[src/sv/icp_pkg.sv]
// Shared types, character codes and helper functions for the infix-to-postfix
// converter. No dependencies; every other file imports this package.
package icp_pkg;

    // Default operator stack depth
    localparam int DEFAULT_STACK_DEPTH = 32;

    // Depth of the small queues at the input and at the result side
    localparam int QUEUE_DEPTH = 2;

    // ASCII codes of the recognized characters
    localparam logic [7:0] CH_LPAREN  = 8'h28;
    localparam logic [7:0] CH_RPAREN  = 8'h29;
    localparam logic [7:0] CH_LSQUARE = 8'h5B;
    localparam logic [7:0] CH_RSQUARE = 8'h5D;
    localparam logic [7:0] CH_LCURLY  = 8'h7B;
    localparam logic [7:0] CH_RCURLY  = 8'h7D;
    localparam logic [7:0] CH_PLUS    = 8'h2B;
    localparam logic [7:0] CH_MINUS   = 8'h2D;
    localparam logic [7:0] CH_TIMES   = 8'h2A;
    localparam logic [7:0] CH_DIVIDE  = 8'h2F;
    localparam logic [7:0] CH_NUL     = 8'h00;

    // Stack symbol codes; openers sit below the operators
    typedef enum logic [2:0] {
        SYM_PAREN  = 3'd0,
        SYM_SQUARE = 3'd1,
        SYM_CURLY  = 3'd2,
        SYM_PLUS   = 3'd3,
        SYM_MINUS  = 3'd4,
        SYM_TIMES  = 3'd5,
        SYM_DIVIDE = 3'd6,
        SYM_NONE   = 3'd7
    } t_sym;

    // Expression status codes
    typedef enum logic [1:0] {
        ST_OK       = 2'd0,
        ST_OVERFLOW = 2'd1,
        ST_MISMATCH = 2'd2
    } t_status;

    // Classified input item, passed from front to back
    typedef struct packed {
        logic [7:0] ch;
        t_sym       sym;
        logic       closer;
        logic       last;
    } t_item;

    // One result item
    typedef struct packed {
        logic [7:0] ch;
        logic       term;
        t_status    status;
    } t_result;

    function automatic logic is_opener(input t_sym s);
        return (s == SYM_PAREN) || (s == SYM_SQUARE) || (s == SYM_CURLY);
    endfunction

    // High precedence for * and /
    function automatic logic prec_hi(input t_sym s);
        return (s == SYM_TIMES) || (s == SYM_DIVIDE);
    endfunction

    function automatic logic [7:0] sym_char(input t_sym s);
        logic [7:0] c;
        unique case (s)
            SYM_PAREN:  c = CH_LPAREN;
            SYM_SQUARE: c = CH_LSQUARE;
            SYM_CURLY:  c = CH_LCURLY;
            SYM_PLUS:   c = CH_PLUS;
            SYM_MINUS:  c = CH_MINUS;
            SYM_TIMES:  c = CH_TIMES;
            SYM_DIVIDE: c = CH_DIVIDE;
            default:    c = CH_NUL;
        endcase
        return c;
    endfunction

    function automatic t_item classify(input logic [7:0] ch, input logic last);
        t_item it;
        it.ch     = ch;
        it.last   = last;
        it.closer = 1'b0;
        unique case (ch)
            CH_LPAREN:  it.sym = SYM_PAREN;
            CH_LSQUARE: it.sym = SYM_SQUARE;
            CH_LCURLY:  it.sym = SYM_CURLY;
            CH_RPAREN: begin
                it.sym    = SYM_PAREN;
                it.closer = 1'b1;
            end
            CH_RSQUARE: begin
                it.sym    = SYM_SQUARE;
                it.closer = 1'b1;
            end
            CH_RCURLY: begin
                it.sym    = SYM_CURLY;
                it.closer = 1'b1;
            end
            CH_PLUS:    it.sym = SYM_PLUS;
            CH_MINUS:   it.sym = SYM_MINUS;
            CH_TIMES:   it.sym = SYM_TIMES;
            CH_DIVIDE:  it.sym = SYM_DIVIDE;
            default:    it.sym = SYM_NONE;
        endcase
        return it;
    endfunction

endpackage

[src/sv/icp_front.sv]
// Front end: classifies each incoming character and holds it in a short queue
// until the stack engine takes it. Depends on icp_pkg.
module icp_front import icp_pkg::*; (
    input  logic       i_clk,
    input  logic       i_rst_n,
    input  logic       push,
    input  logic [7:0] i_in_char,
    input  logic       i_in_last,
    output logic       full,
    output t_item      o_head,
    output logic       o_head_valid,
    input  logic       i_head_take
);

    localparam int PW = $clog2(QUEUE_DEPTH);
    localparam int CW = $clog2(QUEUE_DEPTH + 1);

    t_item          r_buf [QUEUE_DEPTH];
    logic [PW-1:0]  r_wr_ptr, n_wr_ptr;
    logic [PW-1:0]  r_rd_ptr, n_rd_ptr;
    logic [CW-1:0]  r_cnt, n_cnt;
    logic           accept;

    // Queue status toward both sides
    assign full         = (r_cnt == CW'(QUEUE_DEPTH));
    assign accept       = push && !full;
    assign o_head_valid = (r_cnt != '0);
    assign o_head       = r_buf[r_rd_ptr];

    // Advance pointers and count
    always_comb begin
        n_wr_ptr = accept      ? r_wr_ptr + PW'(1) : r_wr_ptr;
        n_rd_ptr = i_head_take ? r_rd_ptr + PW'(1) : r_rd_ptr;
        n_cnt    = r_cnt + CW'(accept) - CW'(i_head_take);
    end

    always_ff @(posedge i_clk) begin
        if (!i_rst_n) begin
            r_wr_ptr <= '0;
            r_rd_ptr <= '0;
            r_cnt    <= '0;
        end else begin
            r_wr_ptr <= n_wr_ptr;
            r_rd_ptr <= n_rd_ptr;
            r_cnt    <= n_cnt;
        end
    end

    // Store the classified item
    always_ff @(posedge i_clk) begin
        if (accept) begin
            r_buf[r_wr_ptr] <= classify(i_in_char, i_in_last);
        end
    end

endmodule

[src/sv/icp_result_q.sv]
// Result queue: holds finished postfix results until the consumer pops them,
// so the stack engine keeps working while a result waits. Depends on icp_pkg.
module icp_result_q import icp_pkg::*; (
    input  logic    i_clk,
    input  logic    i_rst_n,
    input  logic    i_wr,
    input  t_result i_res,
    output logic    o_full,
    output logic    empty,
    input  logic    pop,
    output t_result o_head
);

    localparam int PW = $clog2(QUEUE_DEPTH);
    localparam int CW = $clog2(QUEUE_DEPTH + 1);

    t_result        r_buf [QUEUE_DEPTH];
    logic [PW-1:0]  r_wr_ptr, n_wr_ptr;
    logic [PW-1:0]  r_rd_ptr, n_rd_ptr;
    logic [CW-1:0]  r_cnt, n_cnt;
    logic           rd;

    assign o_full = (r_cnt == CW'(QUEUE_DEPTH));
    assign empty  = (r_cnt == '0);
    assign rd     = pop && !empty;
    assign o_head = r_buf[r_rd_ptr];

    // Advance pointers and count
    always_comb begin
        n_wr_ptr = i_wr ? r_wr_ptr + PW'(1) : r_wr_ptr;
        n_rd_ptr = rd   ? r_rd_ptr + PW'(1) : r_rd_ptr;
        n_cnt    = r_cnt + CW'(i_wr) - CW'(rd);
    end

    always_ff @(posedge i_clk) begin
        if (!i_rst_n) begin
            r_wr_ptr <= '0;
            r_rd_ptr <= '0;
            r_cnt    <= '0;
        end else begin
            r_wr_ptr <= n_wr_ptr;
            r_rd_ptr <= n_rd_ptr;
            r_cnt    <= n_cnt;
        end
    end

    // Store the result
    always_ff @(posedge i_clk) begin
        if (i_wr) begin
            r_buf[r_wr_ptr] <= i_res;
        end
    end

endmodule

[src/sv/icp_back.sv]
// Stack engine: runs the shunting-yard steps for each classified item, one
// stack push or pop per cycle while the result queue is not full, with the top two
// entries kept in registers. Depends on icp_pkg.
module icp_back import icp_pkg::*; #(
    parameter int STACK_DEPTH = DEFAULT_STACK_DEPTH
) (
    input  logic    i_clk,
    input  logic    i_rst_n,
    input  t_item   i_head,
    input  logic    i_head_valid,
    output logic    o_head_take,
    output logic    o_res_wr,
    output t_result o_res,
    input  logic    i_res_full
);

    localparam int CW = $clog2(STACK_DEPTH + 1);
    localparam int AW = $clog2(STACK_DEPTH);

    typedef enum logic [1:0] {
        S_RUN   = 2'b01,
        S_DRAIN = 2'b10
    } t_state;

    t_state         r_state, n_state;
    logic [CW-1:0]  r_count, n_count;
    t_status        r_err, n_err;
    t_sym           r_top;
    t_sym           r_below;
    t_sym           mem [STACK_DEPTH];

    logic           room;
    logic           top_is_op;
    logic           do_push;
    logic           do_pop;
    logic           push_req;
    logic           finish;
    logic           mismatch;
    logic [AW-1:0]  wr_addr;
    logic [AW-1:0]  rd_addr;

    assign room      = !i_res_full;
    assign top_is_op = (r_count != '0) && !is_opener(r_top);
    assign wr_addr   = AW'(r_count - CW'(1));
    assign rd_addr   = AW'(r_count - CW'(3));

    // Sequence one step of the current item
    always_comb begin
        n_state     = r_state;
        n_err       = r_err;
        o_head_take = 1'b0;
        o_res_wr    = 1'b0;
        o_res.ch     = CH_NUL;
        o_res.term   = 1'b0;
        o_res.status = r_err;
        do_pop      = 1'b0;
        push_req    = 1'b0;
        finish      = 1'b0;
        mismatch    = 1'b0;

        unique case (r_state)
            S_RUN: begin
                if (i_head_valid) begin
                    priority if (i_head.sym == SYM_NONE) begin
                        // operand: copy through
                        if (room) begin
                            o_res_wr = 1'b1;
                            o_res.ch = i_head.ch;
                            finish   = 1'b1;
                        end
                    end else if (i_head.closer) begin
                        // pop operators down to the opener, then drop it
                        if (top_is_op) begin
                            if (room) begin
                                o_res_wr = 1'b1;
                                o_res.ch = sym_char(r_top);
                                do_pop   = 1'b1;
                            end
                        end else begin
                            if (r_count == '0) begin
                                mismatch = 1'b1;
                            end else begin
                                do_pop   = 1'b1;
                                mismatch = (r_top != i_head.sym);
                            end
                            finish = 1'b1;
                        end
                    end else if (is_opener(i_head.sym)) begin
                        push_req = 1'b1;
                        finish   = 1'b1;
                    end else begin
                        // operator: pop equal or higher precedence first
                        if (top_is_op && (prec_hi(r_top) || !prec_hi(i_head.sym))) begin
                            if (room) begin
                                o_res_wr = 1'b1;
                                o_res.ch = sym_char(r_top);
                                do_pop   = 1'b1;
                            end
                        end else begin
                            push_req = 1'b1;
                            finish   = 1'b1;
                        end
                    end
                    if (finish) begin
                        o_head_take = 1'b1;
                        if (i_head.last) begin
                            n_state = S_DRAIN;
                        end
                    end
                end
            end
            S_DRAIN: begin
                if (r_count != '0) begin
                    // unclosed openers drop and flag a mismatch, operators go out
                    if (is_opener(r_top)) begin
                        do_pop   = 1'b1;
                        mismatch = 1'b1;
                    end else if (room) begin
                        o_res_wr = 1'b1;
                        o_res.ch = sym_char(r_top);
                        do_pop   = 1'b1;
                    end
                end else if (room) begin
                    // terminator closes the expression
                    o_res_wr   = 1'b1;
                    o_res.term = 1'b1;
                    n_state    = S_RUN;
                end
            end
            default: n_state = S_RUN;
        endcase

        // Push with overflow check
        do_push = push_req && (r_count != CW'(STACK_DEPTH));

        // Keep the first error of the expression
        if (r_err == ST_OK) begin
            if (mismatch) begin
                n_err = ST_MISMATCH;
            end else if (push_req && !do_push) begin
                n_err = ST_OVERFLOW;
            end
        end

        // Update the stack count; the terminator also clears the error
        priority if (o_res_wr && o_res.term) begin
            n_count = '0;
            n_err   = ST_OK;
        end else if (do_push) begin
            n_count = r_count + CW'(1);
        end else if (do_pop) begin
            n_count = r_count - CW'(1);
        end else begin
            n_count = r_count;
        end
    end

    always_ff @(posedge i_clk) begin
        if (!i_rst_n) begin
            r_state <= S_RUN;
            r_count <= '0;
            r_err   <= ST_OK;
        end else begin
            r_state <= n_state;
            r_count <= n_count;
            r_err   <= n_err;
        end
    end

    // Top register, next-below register and the spill memory below them
    always_ff @(posedge i_clk) begin
        if (do_push) begin
            if (r_count != '0) begin
                mem[wr_addr] <= r_top;
            end
            r_top   <= i_head.sym;
            r_below <= r_top;
        end else if (do_pop) begin
            r_top   <= r_below;
            r_below <= mem[rd_addr];
        end
    end

    a_count_bound: assert property (@(posedge i_clk) disable iff (!i_rst_n)
        r_count <= CW'(STACK_DEPTH))
        else $error("stack count beyond depth");

    a_emit_room: assert property (@(posedge i_clk) disable iff (!i_rst_n)
        o_res_wr |-> !i_res_full)
        else $error("result written into a full queue");

    a_take_valid: assert property (@(posedge i_clk) disable iff (!i_rst_n)
        o_head_take |-> (i_head_valid && r_state == S_RUN))
        else $error("item taken with no item waiting");

    a_term_clear: assert property (@(posedge i_clk) disable iff (!i_rst_n)
        (o_res_wr && o_res.term) |=> (r_count == '0 && r_err == ST_OK && r_state == S_RUN))
        else $error("expression state not cleared after terminator");

endmodule

[src/sv/infix_to_postfix_converter.sv]
// Infix-to-postfix converter: one ASCII character in, postfix characters out.
// An accepted operand is registered in the input queue, then passed by the stack engine
// into the result queue. The stack engine does one stack step per cycle while the result
// queue is not full; an item takes one step plus one per operator it pops, the last item adds
// one per stacked entry and one for the terminator, as the operator stack has a single push/pop port.
// Reset: synchronous, clears both queues, stack count and status; stack memory is not cleared.
module infix_to_postfix_converter import icp_pkg::*; #(
    parameter int STACK_DEPTH = DEFAULT_STACK_DEPTH
) (
    input  logic       i_clk,
    input  logic       i_rst_n,
    input  logic       push,
    output logic       full,
    input  logic [7:0] i_in_char,
    input  logic       i_in_last,
    output logic       empty,
    input  logic       pop,
    output logic [7:0] o_out_char,
    output logic       o_out_end,
    output logic [1:0] o_out_status
);

    t_item   head;
    logic    head_valid;
    logic    head_take;
    logic    res_wr;
    t_result res;
    logic    res_full;
    t_result res_head;

    // Classify and queue input characters
    icp_front u_front (
        .i_clk        (i_clk),
        .i_rst_n      (i_rst_n),
        .push         (push),
        .i_in_char    (i_in_char),
        .i_in_last    (i_in_last),
        .full         (full),
        .o_head       (head),
        .o_head_valid (head_valid),
        .i_head_take  (head_take)
    );

    // Run the operator stack
    icp_back #(
        .STACK_DEPTH (STACK_DEPTH)
    ) u_back (
        .i_clk        (i_clk),
        .i_rst_n      (i_rst_n),
        .i_head       (head),
        .i_head_valid (head_valid),
        .o_head_take  (head_take),
        .o_res_wr     (res_wr),
        .o_res        (res),
        .i_res_full   (res_full)
    );

    // Hold results for the consumer
    icp_result_q u_result_q (
        .i_clk   (i_clk),
        .i_rst_n (i_rst_n),
        .i_wr    (res_wr),
        .i_res   (res),
        .o_full  (res_full),
        .empty   (empty),
        .pop     (pop),
        .o_head  (res_head)
    );

    assign o_out_char   = res_head.ch;
    assign o_out_end    = res_head.term;
    assign o_out_status = res_head.status;

endmodule
[config.mk]
export PLATFORM = sky130hd
export DESIGN_NAME = infix_to_postfix_converter
export DESIGN_NICKNAME = d
export VERILOG_FILES = /design/src/sv/icp_pkg.sv /design/src/sv/icp_front.sv /design/src/sv/icp_result_q.sv /design/src/sv/icp_back.sv /design/src/sv/infix_to_postfix_converter.sv
export SDC_FILE = /design/constraint.sdc
export NUM_CORES = 1
export LEC_CHECK = 0
export ABC_AREA = 1
export BUFFER_PORTS_ARGS = -buffer_cell sky130_fd_sc_hd__buf_2
export CAP_MARGIN = 20
export CORE_UTILIZATION = 56
export DETAILED_ROUTE_END_ITERATION = 10
export HOLD_SLACK_MARGIN = 0.05
export PLACE_DENSITY = 0.76
export RECOVER_POWER = 50
export SLEW_MARGIN = 0
export SYNTH_ARGS = -nofsm -noshare
export SYNTH_HDL_FRONTEND = slang
export SYNTH_SLANG_ARGS = --single-unit
export TNS_END_PERCENT = 50
[constraint.sdc]
create_clock -name i_clk -period 2.78 [get_ports i_clk]
set_input_delay 0.278 -clock i_clk [delete_from_list [all_inputs] [get_ports i_clk]]
set_output_delay 0.278 -clock i_clk [all_outputs]
set_load 0.01 [all_outputs]
==> flow_summary.ini <==
[global_routing]
grt_overflow = 0
antenna_found_initial = 0
grt_pass1_vias = 5411
grt_pass1_wl_um = 27100
grt_max_degree = 52
grt_usage_pct = 25.0

[timing]
worstMarginPinSlew_ns = 1.52
fin_skew_ns = 0.00830
drv_slew = 66
rsz0062_at_grt = false
fin_hold_ws_ns = 0.115
min_period_over_period_pct = 90.2
slew_headroom_pct = -1.32
fmax_mhz = 399
fin_setup_tns_ns = 0
layout_setup_ws_ns = 0.273
hold_violations = 0
min_period_ns = 2.51
setup_viol = 0

[yosys]
synth_area_um2 = 7830
ys.flop_type = edfxtp_1
syn_area_per_cell_um2 = 10.7
async_flop_share_pct = 0
synth_edf_count = 150
ys_seq_area_share_pct = 62.7
synth_cell_types = 42
synth-seq-cells = 170
syn_nets = 753
syn_inst = 730
yosys_warnings = 0

[critical_path]
start_kind = flip-flop
worstPathMaxFanout = 10
critPathSlowestCell = dfxtp_1
cp.arrival_ns = 2.63
worstPathRequired_ns = 2.90
max_stage_delay_ns = 0.51
critPathKind = reg2reg
cp_cell_sequence = inv_2 > nand2_1 > nand2_2 > nand3_4 > nand2_4 > nor2_2 > nand3_4 > nor2_4 > nand2_1 > nor2_1
endpoint_kind = flip-flop

[clock_network]
post_cts_buffers = 0
path_clk_slew_ns = 0.07
cts_tree = yes
cts_resized = 0
clock_tree.root_cell = clkbuf_16
postCtsHoldBufs = 3
htree_levels = 4
cts_num_sinks = 170
clk-insertion-delay-late_ns = 0.44
clockBufferDepth = 2
cts_buffers = 17

[place]
place_ws_ns = 0.260
dp_hpwl_um = 11000
post-place-cells = 923
place_congestion = 0.911
place.port_buffers = 25

[run_status]
outcome = complete, but fails checks
violations = capacitance limit, slew limit

[floorplanning]
die_y_um = 120
die_area_um2 = 14500
initial_core_util_pct = 58.2
io_pins = 26
num_rows = 42
core_um2 = 13500
fp.dieW_um = 120

[finish]
drive_gt1_share_pct = 12.9
synthToLayoutAreaGrowth_pct = 12.1
fin_nets = 792
num_antenna_cells = 0
stdcell_count = 958

[drt]
first_iter_violations = 585
routed_wl_um = 16700
routed_via_density = 5.83
drcViolationCount = 0
wl_per_cell_um = 17.4
routed-via-count = 5581
ant_nets = 0
firstDrtPassIters = 7

[power_and_ir_drop]
finalPower_uw = 9910
ir_worst_vdd_v = 0.000624
pwr_density_cell_nw_per_um2 = 1130
power.leakage_uw = 0.00322

[flow_run]
maxCapViolations = 3

[hold_path]
worst_hold_path_type = in2reg
min-delay-start = i_rst_n
-- final cells by class --
type	count	area [um^2]
Inverter	63	236
Tap cell	176	220
Clock inverter	15	175
Clock buffer	17	425
Fill cell	1058	4680
Multi-Input combinational cell	469	2550
Timing Repair Buffer	48	268
Sequential cell	170	4900
-- logic make-up after synthesis --
| family | synth area share, % |
|---|---|
| multiplexers | 1.71 |
| flip-flops | 62.7 |
| AO/OA/AOI/OAI | 11.2 |
| buffers and inverters | 4.80 |
| adder cells (fa/ha/maj) | 1.60 |
| AND/OR/NAND/NOR | 16.4 |
| XOR/XNOR | 1.57 |
-- worst max-delay path: cells and delay by family, from the launching register on --
family,cells,cell delay [ns]
buffers and inverters,1,0.12
DFF,1,0.51
and+or+nand+nor,9,1.56
-- power breakdown --
group          internal (uW)  switching, uW  total (uW)
Combinational           1250           2810        4060
Sequential              3300            167        3470
Clock                   1410            968        2380
-- flip-flops by register name, summed over array words and instances, names as in the netlist, 2 cells and up, named ones only --
register          cells
u_back.r_count        6
u_back.r_state        2
u_result_q.r_cnt      2
u_back.r_err          2
u_front.r_buf        26
u_back.mem           96
u_front.r_cnt         2
u_back.r_top          3
u_result_q.r_buf     22
u_back.r_below        3
-- synthesized netlist by cell type (all sizes together) (12+ instances only) --
library cell,number,share of area (%)
edfxtp,150,58
nor2,138,6.9
dfxtp,20,5.1
o211ai,27,2.6
inv,63,3.0
nand3,31,2.4
o21ai,76,5.1
buf,13,1.1
nand2,94,5.2
nor3,12,0.77
clkbuf,15,0.72
a21oi,20,1.4
xor2,12,1.3
-- through the flow --
step                      cell area, um^2  util [%]
final                                8780      65.2
after global routing                 8780      65.2
after CTS                            8810      65.5
after detailed placement             8180      60.8
after global placement               8180      60.8
after floorplan                      7830         -
-- final timing paths --
| kind | cells past startpoint | end | slack, ns |
|---|---|---|---|
| setup reg to reg | 10 | u_back.mem[21][1] | 0.27 |
| hold reg to reg | 1 | u_result_q.r_rd_ptr | 0.47 |
| setup / recovery | 10 | u_back.mem[21][1] | 0.27 |
| hold / removal | 2 | u_back.r_state[0] | 0.11 |
-- metal layers --
metal	global-route usage [%]	routed length, um	vias to the layer above
met5	0	0	-
met4	11.7	437	0
met3	5.75	1140	35
met2	38.9	7870	206
met1	33.6	7240	2693
li1	-	-	2647
-- cell usage in the layout, fill, tap and decap left out, drive strengths merged, types with 2 or more instances in the layout --
| cell | count |
|---|---|
| dfxtp | 20 |
| nor3 | 12 |
| nand2 | 94 |
| xnor2 | 2 |
| dlygate4sd3 | 3 |
| nand4 | 9 |
| bufinv | 3 |
| xor2 | 12 |
| mux2 | 11 |
| o22ai | 9 |
| edfxtp | 150 |
| ha | 10 |
| inv | 65 |
| nand3 | 31 |
| clkinvlp | 3 |
| o211ai | 27 |
| o21ai | 76 |
| buf | 25 |
| o221ai | 5 |
| clkinv | 7 |
| o41ai | 4 |
| nor2 | 138 |
| or2 | 3 |
| clkbuf | 37 |
| a21oi | 20 |
Power figures use the tool's default switching activity.
